[config.mk]
export PLATFORM = sky130hd
export DESIGN_NAME = task_priority_queue
export DESIGN_NICKNAME = d
export VERILOG_FILES = /design/src/rtl/tpq_pkg.sv /design/src/rtl/tpq_cell.sv /design/src/rtl/task_priority_queue.sv
export SDC_FILE = /design/constraint.sdc
export NUM_CORES = 1
export LEC_CHECK = 0
export ABC_AREA = 1
export BUFFER_PORTS_ARGS = -buffer_cell sky130_fd_sc_hd__buf_2
export CORE_MARGIN = 2
export CORE_UTILIZATION = 35
export DETAILED_ROUTE_END_ITERATION = 10
export PLACE_DENSITY = 0.6
export SLEW_MARGIN = 20
export SYNTH_ARGS = -nofsm -noshare
export SYNTH_HDL_FRONTEND = slang
export SYNTH_SLANG_ARGS = --single-unit
[constraint.sdc]
create_clock -name clk_i -period 6.5 [get_ports clk_i]
set_input_delay 0.65 -clock clk_i [delete_from_list [all_inputs] [get_ports clk_i]]
set_output_delay 0.65 -clock clk_i [all_outputs]
set_load 0.05 [all_outputs]
[src/rtl/tpq_pkg.sv]
// Package for the task priority queue: command codes, the stored entry,
// and the request, response and cell control structs.
// Depends on nothing; used by tpq_cell and task_priority_queue.
package tpq_pkg;

  localparam int unsigned TidW = 7;
  localparam int unsigned PriW = 8;
  localparam int unsigned OccW = 5;

  typedef enum logic [1:0] {
    CMD_INSERT = 2'd0,
    CMD_POP    = 2'd1,
    CMD_REMOVE = 2'd2,
    CMD_ROTATE = 2'd3
  } cmd_e;

  typedef struct packed {
    logic [TidW-1:0] tid;
    logic [PriW-1:0] pri;
  } entry_t;

  typedef struct packed {
    cmd_e            cmd;
    logic [TidW-1:0] task_id;
    logic [PriW-1:0] priority_req;
  } req_t;

  typedef struct packed {
    logic [TidW-1:0] result_task;
    logic            valid_res;
    logic            overflow;
    logic [OccW-1:0] occupancy;
  } rsp_t;

  // Broadcast from the controller to every cell in the chain.
  typedef struct packed {
    logic            ins_en;  // insert or rotate is placing bcast
    logic            rem_en;  // a remove closes the gap at the first match
    entry_t          bcast;
    logic [PriW-1:0] key;
    logic [TidW-1:0] tid;
  } cell_ctl_t;

endpackage

[src/rtl/tpq_cell.sv]
// One slot of the sorted chain: holds a task id and its priority and
// takes its next value from itself, a neighbor or the broadcast entry.
// Depends on tpq_pkg.
module tpq_cell (
  input  logic               clk_i,
  input  tpq_pkg::cell_ctl_t ctl_i,
  input  logic               occ_i,
  input  logic               at_count_i,
  input  logic               ge_prev_i,
  input  logic               shift_down_i,
  input  tpq_pkg::entry_t    lower_i,
  input  tpq_pkg::entry_t    upper_i,
  output tpq_pkg::entry_t    entry_o,
  output logic               ge_o,
  output logic               match_o
);

  tpq_pkg::entry_t entry_q, entry_d;

  assign ge_o    = occ_i && (entry_q.pri >= ctl_i.key);
  assign match_o = occ_i && (entry_q.tid == ctl_i.tid);
  assign entry_o = entry_q;

  // On insert, entries at or above the key move up one place; the lowest
  // of them (or the first free slot) takes the broadcast entry.
  always_comb begin
    entry_d = entry_q;
    if (ctl_i.ins_en) begin
      if (ge_prev_i) begin
        entry_d = lower_i;
      end else if (at_count_i || ge_o) begin
        entry_d = ctl_i.bcast;
      end
    end else if (ctl_i.rem_en && shift_down_i) begin
      entry_d = upper_i;
    end
  end

  always_ff @(posedge clk_i) begin
    entry_q <= entry_d;
  end

endmodule

[src/rtl/task_priority_queue.sv]
// Top level of the task priority queue: controller, count register and
// the chain of tpq_cell slots. Depends on tpq_pkg and tpq_cell.
//
// Usage: a command transfer happens at a rising edge where start_i is high
// and busy_o is low. busy_o is always low here, so a command may be issued
// in every cycle. The command is insert, pop head, remove named task or
// rotate head, carried in req_i.
// Every command finishes in the cycle it is taken. The result appears on
// rsp_o in the next cycle with done_o high for exactly that one cycle,
// and a new command can be taken in every cycle. The rate is set by the
// chain of cells: each cell compares its own priority or id against the
// broadcast key or task id and shifts to or from its neighbor in the same
// cycle, so a command needs one compare, one prefix and one register update.
// The receiver cannot hold results off; each result is taken at the edge
// that ends its done_o cycle.
// Slot 0 holds the lowest priority (newest among equals); slot count-1 is
// the head. Rotate is an insert of the head at its own priority, which the
// cells carry out with the same shift as an insert.
// Reset clears the count and the result strobe; the slot contents are not
// reset and are only read below the count.
module task_priority_queue #(
  parameter int unsigned DEPTH = 16
) (
  input  logic          clk_i,
  input  logic          rst_ni,
  input  logic          start_i,
  output logic          busy_o,
  input  tpq_pkg::req_t req_i,
  output logic          done_o,
  output tpq_pkg::rsp_t rsp_o
);

  localparam int unsigned CntW = $clog2(DEPTH + 1);

  logic [CntW-1:0] count_q, count_d;
  logic            done_q;
  tpq_pkg::rsp_t   rsp_q, rsp_d;

  tpq_pkg::entry_t entry   [DEPTH];
  logic [DEPTH-1:0] occ, at_count, ge, match, prefix, head_sel, first_sel;
  tpq_pkg::entry_t  head;
  logic [tpq_pkg::TidW-1:0] found_tid;
  tpq_pkg::cell_ctl_t ctl;

  logic full, empty, any_match;
  logic do_ins, do_pop, do_rem, do_rot, ovf;
  logic [CntW+tpq_pkg::OccW-1:0] occ_wide;

  assign busy_o = 1'b0;
  assign full   = (count_q == CntW'(DEPTH));
  assign empty  = (count_q == '0);

  // Per-slot occupancy and the head and first-match selectors.
  for (genvar i = 0; i < DEPTH; i++) begin : g_sel
    assign occ[i]      = (CntW'(i) < count_q);
    assign at_count[i] = (CntW'(i) == count_q);
    if (i == DEPTH - 1) begin : g_top
      assign head_sel[i] = occ[i];
    end else begin : g_mid
      assign head_sel[i] = occ[i] && !occ[i+1];
    end
    if (i == 0) begin : g_first
      assign prefix[i]    = match[i];
      assign first_sel[i] = match[i];
    end else begin : g_rest
      assign prefix[i]    = prefix[i-1] | match[i];
      assign first_sel[i] = match[i] && !prefix[i-1];
    end
  end

  // One-hot selection of the head entry and the removed task.
  always_comb begin
    head      = '0;
    found_tid = '0;
    for (int unsigned k = 0; k < DEPTH; k++) begin
      head      = head | (head_sel[k] ? entry[k] : '0);
      found_tid = found_tid | (first_sel[k] ? entry[k].tid : '0);
    end
  end

  assign any_match = prefix[DEPTH-1];

  always_comb begin
    do_ins = 1'b0;
    do_pop = 1'b0;
    do_rem = 1'b0;
    do_rot = 1'b0;
    ovf    = 1'b0;
    if (start_i && !busy_o) begin
      unique case (req_i.cmd)
        tpq_pkg::CMD_INSERT: begin
          do_ins = !full;
          ovf    = full;
        end
        tpq_pkg::CMD_POP:    do_pop = !empty;
        tpq_pkg::CMD_REMOVE: do_rem = any_match;
        tpq_pkg::CMD_ROTATE: do_rot = !empty;
        default: ;
      endcase
    end
  end

  always_comb begin
    ctl.ins_en = do_ins || do_rot;
    ctl.rem_en = do_rem;
    ctl.tid    = req_i.task_id;
    if (do_rot) begin
      ctl.bcast = head;
      ctl.key   = head.pri;
    end else begin
      ctl.bcast.tid = req_i.task_id;
      ctl.bcast.pri = req_i.priority_req;
      ctl.key       = req_i.priority_req;
    end
  end

  // The chain: each cell sees its lower and upper neighbor.
  for (genvar i = 0; i < DEPTH; i++) begin : g_cell
    tpq_pkg::entry_t lower, upper;
    logic            ge_prev;
    if (i == 0) begin : g_lo
      assign lower   = '0;
      assign ge_prev = 1'b0;
    end else begin : g_lo_n
      assign lower   = entry[i-1];
      assign ge_prev = ge[i-1];
    end
    if (i == DEPTH - 1) begin : g_hi
      assign upper = '0;
    end else begin : g_hi_n
      assign upper = entry[i+1];
    end
    tpq_cell u_cell (
      .clk_i       (clk_i),
      .ctl_i       (ctl),
      .occ_i       (occ[i]),
      .at_count_i  (at_count[i]),
      .ge_prev_i   (ge_prev),
      .shift_down_i(prefix[i]),
      .lower_i     (lower),
      .upper_i     (upper),
      .entry_o     (entry[i]),
      .ge_o        (ge[i]),
      .match_o     (match[i])
    );
  end

  always_comb begin
    count_d = count_q;
    if (do_ins) begin
      count_d = count_q + CntW'(1);
    end else if (do_pop || do_rem) begin
      count_d = count_q - CntW'(1);
    end
  end

  assign occ_wide = (CntW + tpq_pkg::OccW)'(count_d);

  always_comb begin
    rsp_d.result_task = '0;
    rsp_d.valid_res   = 1'b0;
    if (do_pop || do_rot) begin
      rsp_d.result_task = head.tid;
      rsp_d.valid_res   = 1'b1;
    end else if (do_rem) begin
      rsp_d.result_task = found_tid;
      rsp_d.valid_res   = 1'b1;
    end
    rsp_d.overflow  = ovf;
    rsp_d.occupancy = occ_wide[tpq_pkg::OccW-1:0];
  end

  always_ff @(posedge clk_i or negedge rst_ni) begin
    if (!rst_ni) begin
      count_q <= '0;
      done_q  <= 1'b0;
    end else begin
      count_q <= count_d;
      done_q  <= start_i && !busy_o;
    end
  end

  always_ff @(posedge clk_i) begin
    rsp_q <= rsp_d;
  end

  assign done_o = done_q;
  assign rsp_o  = rsp_q;

  function automatic logic [tpq_pkg::OccW-1:0] occ_wide_q();
    logic [CntW+tpq_pkg::OccW-1:0] w;
    w = (CntW + tpq_pkg::OccW)'(count_q);
    return w[tpq_pkg::OccW-1:0];
  endfunction

  // The count never passes the number of slots.
  a_count_range: assert property (@(posedge clk_i) disable iff (!rst_ni)
    count_q <= CntW'(DEPTH))
    else $error("count exceeds depth");

  // Every accepted command gives exactly one result in the next cycle.
  a_done_follows: assert property (@(posedge clk_i) disable iff (!rst_ni)
    (start_i && !busy_o) |=> done_o)
    else $error("missing result strobe");

  a_no_spurious: assert property (@(posedge clk_i) disable iff (!rst_ni)
    !(start_i && !busy_o) |=> !done_o)
    else $error("result strobe without a command");

  // A dropped insert only happens on a full queue and reports no task.
  a_ovf_full: assert property (@(posedge clk_i) disable iff (!rst_ni)
    (done_o && rsp_o.overflow) |-> (!rsp_o.valid_res && $past(full)))
    else $error("overflow without a full queue");

  // The reported occupancy matches the count after the command.
  a_occ_count: assert property (@(posedge clk_i) disable iff (!rst_ni)
    done_o |-> (rsp_o.occupancy == occ_wide_q()))
    else $error("occupancy does not match count");

endmodule
==> implementation parameters, run 1 <==
Parameter                              Value

Die
  Die X    244 um
  Number of top-level pins    36
  Die Footprint    59700 um2
  Die outline height    244 um
  Count of standard-cell rows    88
  Starting Density    35.2%
  Area inside the core boundary    57500 um2

Setup path
  Longest individual stage delay on the worst path    0.54 ns
  Critical path buffers and inverters    6
  Cell type with the highest occurrence count on the critical path    nand2_1
  Ordered list of cells on the worst path    inv_2 -> ha_1 -> inv_1 -> nor2_1 -> nand2_1 -> nand3_2 -> nor2_4 -> inv_2 -> a21oi_1 -> o221ai_1 -> nor4_1 -> nand2_1 -> o21ai_2 -> buf_4 -> ha_1 -> inv_1 -> nor3_1 -> a211oi_1 -> nand2_1 -> nand2_1 -> nand4_1 -> nand3_1 -> inv_1
  Startpoint of the most critical register-to-register path    count_q[0]$_DFF_PN0_
  Cell type group with the largest total delay on the critical path    simple AND/OR/NAND/NOR gates
  WS Path Type    flip-flop to flip-flop
  Worst EP required    6.70 ns
  Critical path peak fanout    18
  Slowest cell on crit path    dfrtp_1
  Setup slack of the worst register-to-register path    0.50 ns
  Crit path DAT    6.21 ns
  Kind of end point of the critical path    flip-flop
  Startpoint type of the worst setup path    flip-flop
  Launch point of the critical path    count_q[0]$_DFF_PN0_

Synth
  Number of enable-type register cells in the synthesized netlist    240
  Synth Register Bits    260
  Number of nets produced by synthesis    2824
  Netlist cell types    53
  Synth Cell Area    20200 um2
  Avg Cell Area, Syn    7.53 um2
  Sequential element share of the synthesized area    37.7%
  FFs w/ async S/R, synth    2.31%
  Dominant synthesized flop cell    edfxtp_1
  Total of warnings raised by yosys    0
  Cell count after synthesis    2687

Timing
  RSZ-0062 raised after global routing    false
  Final Cycle Share    92.3%
  Least-Margin Pin Slew    1.09 ns
  Final setup violating endpoints    0
  Shortest clock period the worst path allows after layout    6.00 ns
  Setup TNS Final    0 ns
  Slew Limit Headroom    27.1%
  Worst setup skew after layout    0.0204 ns
  Hold Violations, Final    0
  Peak Freq    167 MHz
  Slack of the critical path    0.497 ns
  Total count of max-transition violations in the final report    0

Pwr
  Comb pwr share    43.0%
  Share of power burned in the clock network    26.1%
  Peak supply drop    185 uV
  Switching power as a share of total power    45.3%
  Pleak    9.52 nW
  Switching power of the nets    3.34 mW
  Share of power burned in registers    30.9%
  Power density over cell area    330 nW/um2
  Int Power    4.04 mW

Route
  Post-route DRC    0
  Post-detailed-route count of antenna-violating nets    0
  Violation count after the first detailed-route iteration    2992
  Number of optimization iterations in the first detailed-route pass    8
  Detailed-route via count    20300
  Average detailed-routed wire length per instance    24.6 um
  Number of vias per cell after detailed routing    5.86
  Total wire length    85.1 mm

Placed design
  Placer's final routability congestion estimate    1.02
  Worst Setup Slack post-DPL    0.611 ns
  Count of input and output buffers    34
  Detailed Place HPWL    63.1 mm

Outcome
  Status    completed

Finish
  Layout cell share with drive strength beyond 1    8.05%
  Nets    2808
  Number of diodes    0
  Number of fillers in the final layout    6043
  Layout overhead on the synthesized area    10.4%

GRT
  Global-route wire length before repair    125 mm
  Total congestion overflow    0
  Number of global-route vias before repair    19000
  GRT Total Usage    27.9%
  Maximum number of pins on one net before global-route repair    203
  Number of antenna violations at the first check in global routing    3

Clocking
  Clock H-tree levels    2
  Latest clock arrival within the worst-skew pair    0.58 ns
  Clock root buffer    clkbuf_16
  Clock tree from TritonCTS    yes
  CTS buffer count    34
  Clock-pin transition on the worst setup and hold timing paths    0.06 ns
  Clock Path Buffers    3
  Clk sinks    260

Run
  Count of maximum capacitance violations    0

Worst hold path
  Hold/Removal Path Class    input pin to flip-flop
  Source of the worst hold timing path    start_i
cell usage after synthesis (4+ instances only):
master     instances  area (um2)
a2111oi_0          8        70.1
a211oi_1          19         143
a21oi_1          165         826
a221oi_1           8        70.1
buf_1              8        30.0
buf_2             62         310
buf_4              5        37.5
clkbuf_1          74         278
dfrtp_1            6         150
dfxtp_1           14         280
edfxtp_1         240        7210
ha_1             117        1460
inv_1            263         987
inv_2             22        82.6
nand2_1          608        2280
nand2_2            5        31.3
nand3_1          128         641
nand3_2            7        70.1
nand4_1           40         250
nand4_4            4        85.1
nor2_1           161         604
nor3_1            30         150
nor4_1            11        68.8
o2111ai_1         18         158
o211ai_1          42         315
o21ai_0          404        2020
o21ai_1           48         240
o21bai_1          12        90.1
o221ai_1          12         105
o22ai_1           44         275
xnor2_1           17         149
xor2_1            47         412
sequential cells by signal, indices dropped and copies added (netlist names):
register / cells
g_cell.u_cell.entry_o: 240
count_q: 5
rsp_o: 14
done_o: 1
layer usage:
layer / share of wire (%) / up-vias / track usage, %
met3: 9.5 / 223 / 4.72
met1: 42 / 9586 / 37.8
li1: - / 9318 / -
met5: 0.031 / - / 0
met4: 5.0 / 4 / 13.4
met2: 44 / 1150 / 43.1
cell type report:
type	count	area, um2	area share, %
clock buffers	44	961	4.30
clock inverters	18	141	0.633
inverters	288	1090	4.87
multi-input cells	1986	10900	48.6
flip-flops and latches	260	7640	34.2
well taps	765	957	4.28
repair buffers	101	701	3.14
per-stage QoR:
step / cells / cell area (um2) / hold WS, ns / utilization (%) / total power [mW]
after floorplan: 2687 / 20200 / 0.354 / - / 4.27
after CTS: 3462 / 22300 / 0.234 / 38.9 / 7.31
after global routing: 3462 / 22300 / 0.245 / 38.9 / 7.75
after global placement: 3399 / 21200 / 0.488 / 36.9 / 5.34
after detailed placement: 3399 / 21200 / 0.491 / 36.9 / 5.38
final: 3462 / 22300 / 0.248 / 38.9 / 7.38
cells by family (layout without fill, tap and decap cells):
family,Yosys count,after routing,synth area share (%)
compound gates,787,787,21.6
xor+xnor,64,64,2.77
fa+ha+maj,117,117,7.24
buf+inv,441,451,8.78
flops,260,260,37.7
other cells,1,1,0.0185
simple gates,1017,1017,21.8
placed cells by master, fill, tap and decap left out, drive strengths merged, types with 2 or more instances in the layout:
cell / instances
nor3b: 3
o21ai: 455
dfrtp: 6
ha: 117
nand4: 47
o211ai: 42
inv: 289
xor2: 47
dfxtp: 14
nor4: 12
o2111ai: 18
a2111oi: 8
buf: 100
edfxtp: 240
nand3b: 3
a211oi: 19
a31oi: 2
a21oi: 166
nand2: 614
clkinv: 15
nor3: 32
nor2: 168
o22ai: 44
a221oi: 8
o221ai: 12
xnor2: 17
clkbuf: 44
o21bai: 12
nand3: 135
final timing paths:
| kind | to | cells after the start |
|---|---|---|
| setup reg to reg | g_cell[4].u_cell.entry_o[1]$_DFFE_PP_ | 23 |
| hold / removal | done_o$_DFF_PN0_ | 1 |
| setup / recovery | g_cell[4].u_cell.entry_o[1]$_DFFE_PP_ | 23 |
| min in group asynchronous | count_q[3]$_DFF_PN0_ | 2 |
| hold reg to reg | g_cell[14].u_cell.entry_o[2]$_DFFE_PP_ | 2 |
| max in group asynchronous | done_o$_DFF_PN0_ | 2 |
power by group through the flow:
stage          sequential (mW)  clock [mW]  combinational [mW]
2_1_floorplan             2.34           0                1.93
5_1_grt                   2.30        2.00                3.45
3_5_place_dp              2.31           0                3.07
3_3_place_gp              2.31           0                3.04
4_1_cts                   2.27        1.94                3.09
6_report                  2.28        1.92                3.17
worst reg2reg max path, delay by kind of cell (launching register included):
kind / cells / cell delay [ns]
compound gates: 4 / 0.95
fa+ha+maj: 2 / 0.46
buf+inv: 6 / 1.55
flops: 1 / 0.54
simple gates: 11 / 2.14
what timing repair did:
| item | 4_1_cts | 5_1_grt |
|---|---|---|
| hold endpoints to repair | 6 | 0 |
| hold buffers | 1 | 0 |
| buffers inserted | 0 | 0 |
| resized for setup | 0 | 0 |
(Power assumes the default switching activity.)
==> inputs of run 2 (changes only) <==
- ABC_AREA: 1 -> unset
- CORE_MARGIN: 2 -> 1.5
- SYNTH_HIERARCHICAL: unset -> 1
==> run 2 against run 1 <==
Against the previous run: the run now ends with design-rule violations left; critical endpoint is now g_cell[14].u_cell/entry_o[3]$_DFFE_PP_; die area increased by 3.2%; clock skew decreased by 0.0041 ns; highest routed layer unchanged; synthesized cell count decreased by 17%; combinational power increased by 40%; worst hold slack got worse by 0.0018 ns; clock-buffer cell count increased by 2; sequential share of layout area decreased by 1.2 points; maximum frequency increased by 8.9%; first-iteration DRC count decreased by 20%; cell area increased by 3.5%; largest power group unchanged.
==> implementation parameters, run 2 <==
Parameter                              Value

Clocking
  Number of hold buffers added after cts    1
  Clock root buffer    clkbuf_16
  CTS buffer count    34
  Resized Gates After CTS    0
  Clk sinks    260
  Clock H-tree levels    2
  Clock-pin transition on the worst setup and hold timing paths    0.05 ns
  Clock Path Buffers    3
  Latest clock arrival within the worst-skew pair    0.55 ns
  Post-CTS setup-driven buffer insertion count    0
  Clock tree from TritonCTS    yes

GRT
  Number of antenna violations at the first check in global routing    5
  Global-route wire length before repair    120 mm
  Number of global-route vias before repair    17300
  Global Route met2 Usage    40.6%
  Met1 Resource Use GR    37.0%
  Maximum number of pins on one net before global-route repair    118
  Total congestion overflow    0
  GRT Total Usage    26.8%
  Met3 global-route usage    5.67%
  Global route hottest layer    met2

Finish
  Layout cell share with drive strength beyond 1    10.9%
  Number of fillers in the final layout    5853
  Layout overhead on the synthesized area    9.78%
  Most common cell after layout, fill and taps aside    nor2_1
  Largest register FFs    240
  Nets    2422
  Area taken by multi-input logic gates    12100 um2
  Register cell area after layout    7640 um2
  Commonest cells after routing, fill and taps aside    nor2_1 (308), a21oi_1 (275), mux2i_1 (242)
  Post-layout utilization of the core    39.0%

Route
  Detailed-route via count    18300
  Post-detailed-route count of antenna-violating nets    0
  Number of optimization iterations in the first detailed-route pass    9
  Total wire length    83.6 mm
  Violation count after the first detailed-route iteration    2384
  Average detailed-routed wire length per instance    27.3 um
  Post-route DRC    2
  Number of vias per cell after detailed routing    5.96

Setup path
  Startpoint type of the worst setup path    flip-flop
  Startpoint of the most critical register-to-register path    count_q[2]$_DFF_PN0_
  Setup slack of the worst register-to-register path    0.99 ns
  Worst EP required    6.75 ns
  Capture point of the critical path    g_cell[14].u_cell/entry_o[3]$_DFFE_PP_
  Crit path DAT    5.76 ns
  Total number of cells along the worst setup path    19
  Cell type group with the largest total delay on the critical path    simple AND/OR/NAND/NOR gates
  Critical R2R Capture    g_cell[14].u_cell/entry_o[3]$_DFFE_PP_
  Cell type with the highest occurrence count on the critical path    buf_4
  Depth of the worst register-to-register path    19
  Kind of end point of the critical path    flip-flop
  Launch point of the critical path    count_q[2]$_DFF_PN0_
  Ordered list of cells on the worst path    buf_4 -> nand2b_1 -> nor2_1 -> nor2_1 -> buf_4 -> and2_1 -> nor2_1 -> a31oi_4 -> buf_4 -> inv_1 -> ha_1 -> nand2_1 -> o21ai_1 -> a41oi_2 -> nor2b_2 -> o21ai_0 -> o21a_1 -> o21ai_1 -> buf_4
  Slowest cell on crit path    and2_1
  WS Path Type    flip-flop to flip-flop
  Critical path buffers and inverters    5
  Critical path peak fanout    32
  Longest individual stage delay on the worst path    0.70 ns

Pwr
  Switching power of the nets    4.22 mW
  Peak supply drop    149 uV
  Share of power burned in registers    32.9%
  Pleak    8.85 nW
  Power density over cell area    405 nW/um2
  Switching power as a share of total power    45.1%
  Int Power    5.14 mW
  Total power draw    9.36 mW
  Share of power burned in the clock network    19.7%
  Comb pwr share    47.4%

Synth
  Synth Cell Area    21100 um2
  Cell count after synthesis    2226
  Avg Cell Area, Syn    9.46 um2
  Total of warnings raised by yosys    6

Worst hold path
  Hold/Removal Path Class    input pin to flip-flop

Timing
  Total count of max-transition violations in the final report    0
  Shortest clock period the worst path allows after layout    5.51 ns
  Peak Freq    181 MHz
  Worst setup skew after layout    0.0163 ns
  Final setup violating endpoints    0
  RSZ-0062 raised after global routing    false
  Slew Limit Headroom    37.9%
  Setup TNS Final    0 ns
  Least-Margin Pin Slew    0.926 ns
  Final Cycle Share    84.8%
  Hold Violations, Final    0

Run
  Count of maximum capacitance violations    0

Die
  Die Footprint    61700 um2
  Die outline height    248 um
  Starting Density    35.6%
  Count of standard-cell rows    89
  Area inside the core boundary    59200 um2
  Number of top-level pins    36
  Die X    248 um

Placed design
  Detailed Place HPWL    62.1 mm
  Placer's final routability congestion estimate    0.993
  Count of input and output buffers    34

Outcome
  Status    finished with violations
  Violated checks    design-rule violations
## run 2: worst register-to-register path, stage by stage, from the launching register on
cell and delay, ns:
dfrtp_1 0.61, buf_4 0.30, nand2b_1 0.20, nor2_1 0.14, nor2_1 0.15, buf_4 0.20
and2_1 0.70, nor2_1 0.20, a31oi_4 0.19, buf_4 0.38, inv_1 0.10, ha_1 0.33
nand2_1 0.06, o21ai_1 0.28, a41oi_2 0.20, nor2b_2 0.16, o21ai_0 0.10, o21a_1 0.16
o21ai_1 0.44, buf_4 0.32
## run 2: power groups by stage
stage	Combinational [mW]	Sequential, mW	Clock (mW)
6_report	4.44	3.08	1.85
5_1_grt	4.76	3.09	1.95
4_1_cts	4.37	3.04	1.88
3_5_place_dp	4.35	3.07	0
3_3_place_gp	4.27	3.07	0
2_1_floorplan	3.28	2.82	0
## run 2: layer usage
metal  vias up  share of wire [%]
li1       8256                  -
met1      8856                 42
met2       993                 44
met3       169                 10
met4         8                3.8
met5         -              0.063
## run 2: stage by stage
stage,instance area [um2],setup WS [ns],hold WS (ns),cells
global route,23100,0.730,0.237,3064
finish,23100,0.989,0.246,3065
detailed placement,22000,1.11,0.487,3005
global placement,22000,1.18,0.482,3005
floorplan,21200,1.13,0.354,2257
CTS,23100,1.09,0.220,3064
## run 2: final cells by class
class / instances / share of cell area (%)
clock inverters: 12 / 0.520
multi-input cells: 1710 / 52.2
repair buffers: 118 / 3.65
flip-flops and latches: 260 / 33.0
well taps: 773 / 4.18
inverters: 145 / 2.36
clock buffers: 46 / 4.01
diodes: 1 / 0.0108
## run 2: worst min-delay path by stage
stage                     startpoint                   end  cells after the start
after global routing         start_i      done_o$_DFF_PN0_                      1
after floorplan               rst_ni  count_q[0]$_DFF_PN0_                      0
after CTS                    start_i      done_o$_DFF_PN0_                      1
after global placement        rst_ni  count_q[0]$_DFF_PN0_                      1
final                        start_i      done_o$_DFF_PN0_                      1
after detailed placement      rst_ni  count_q[0]$_DFF_PN0_                      1
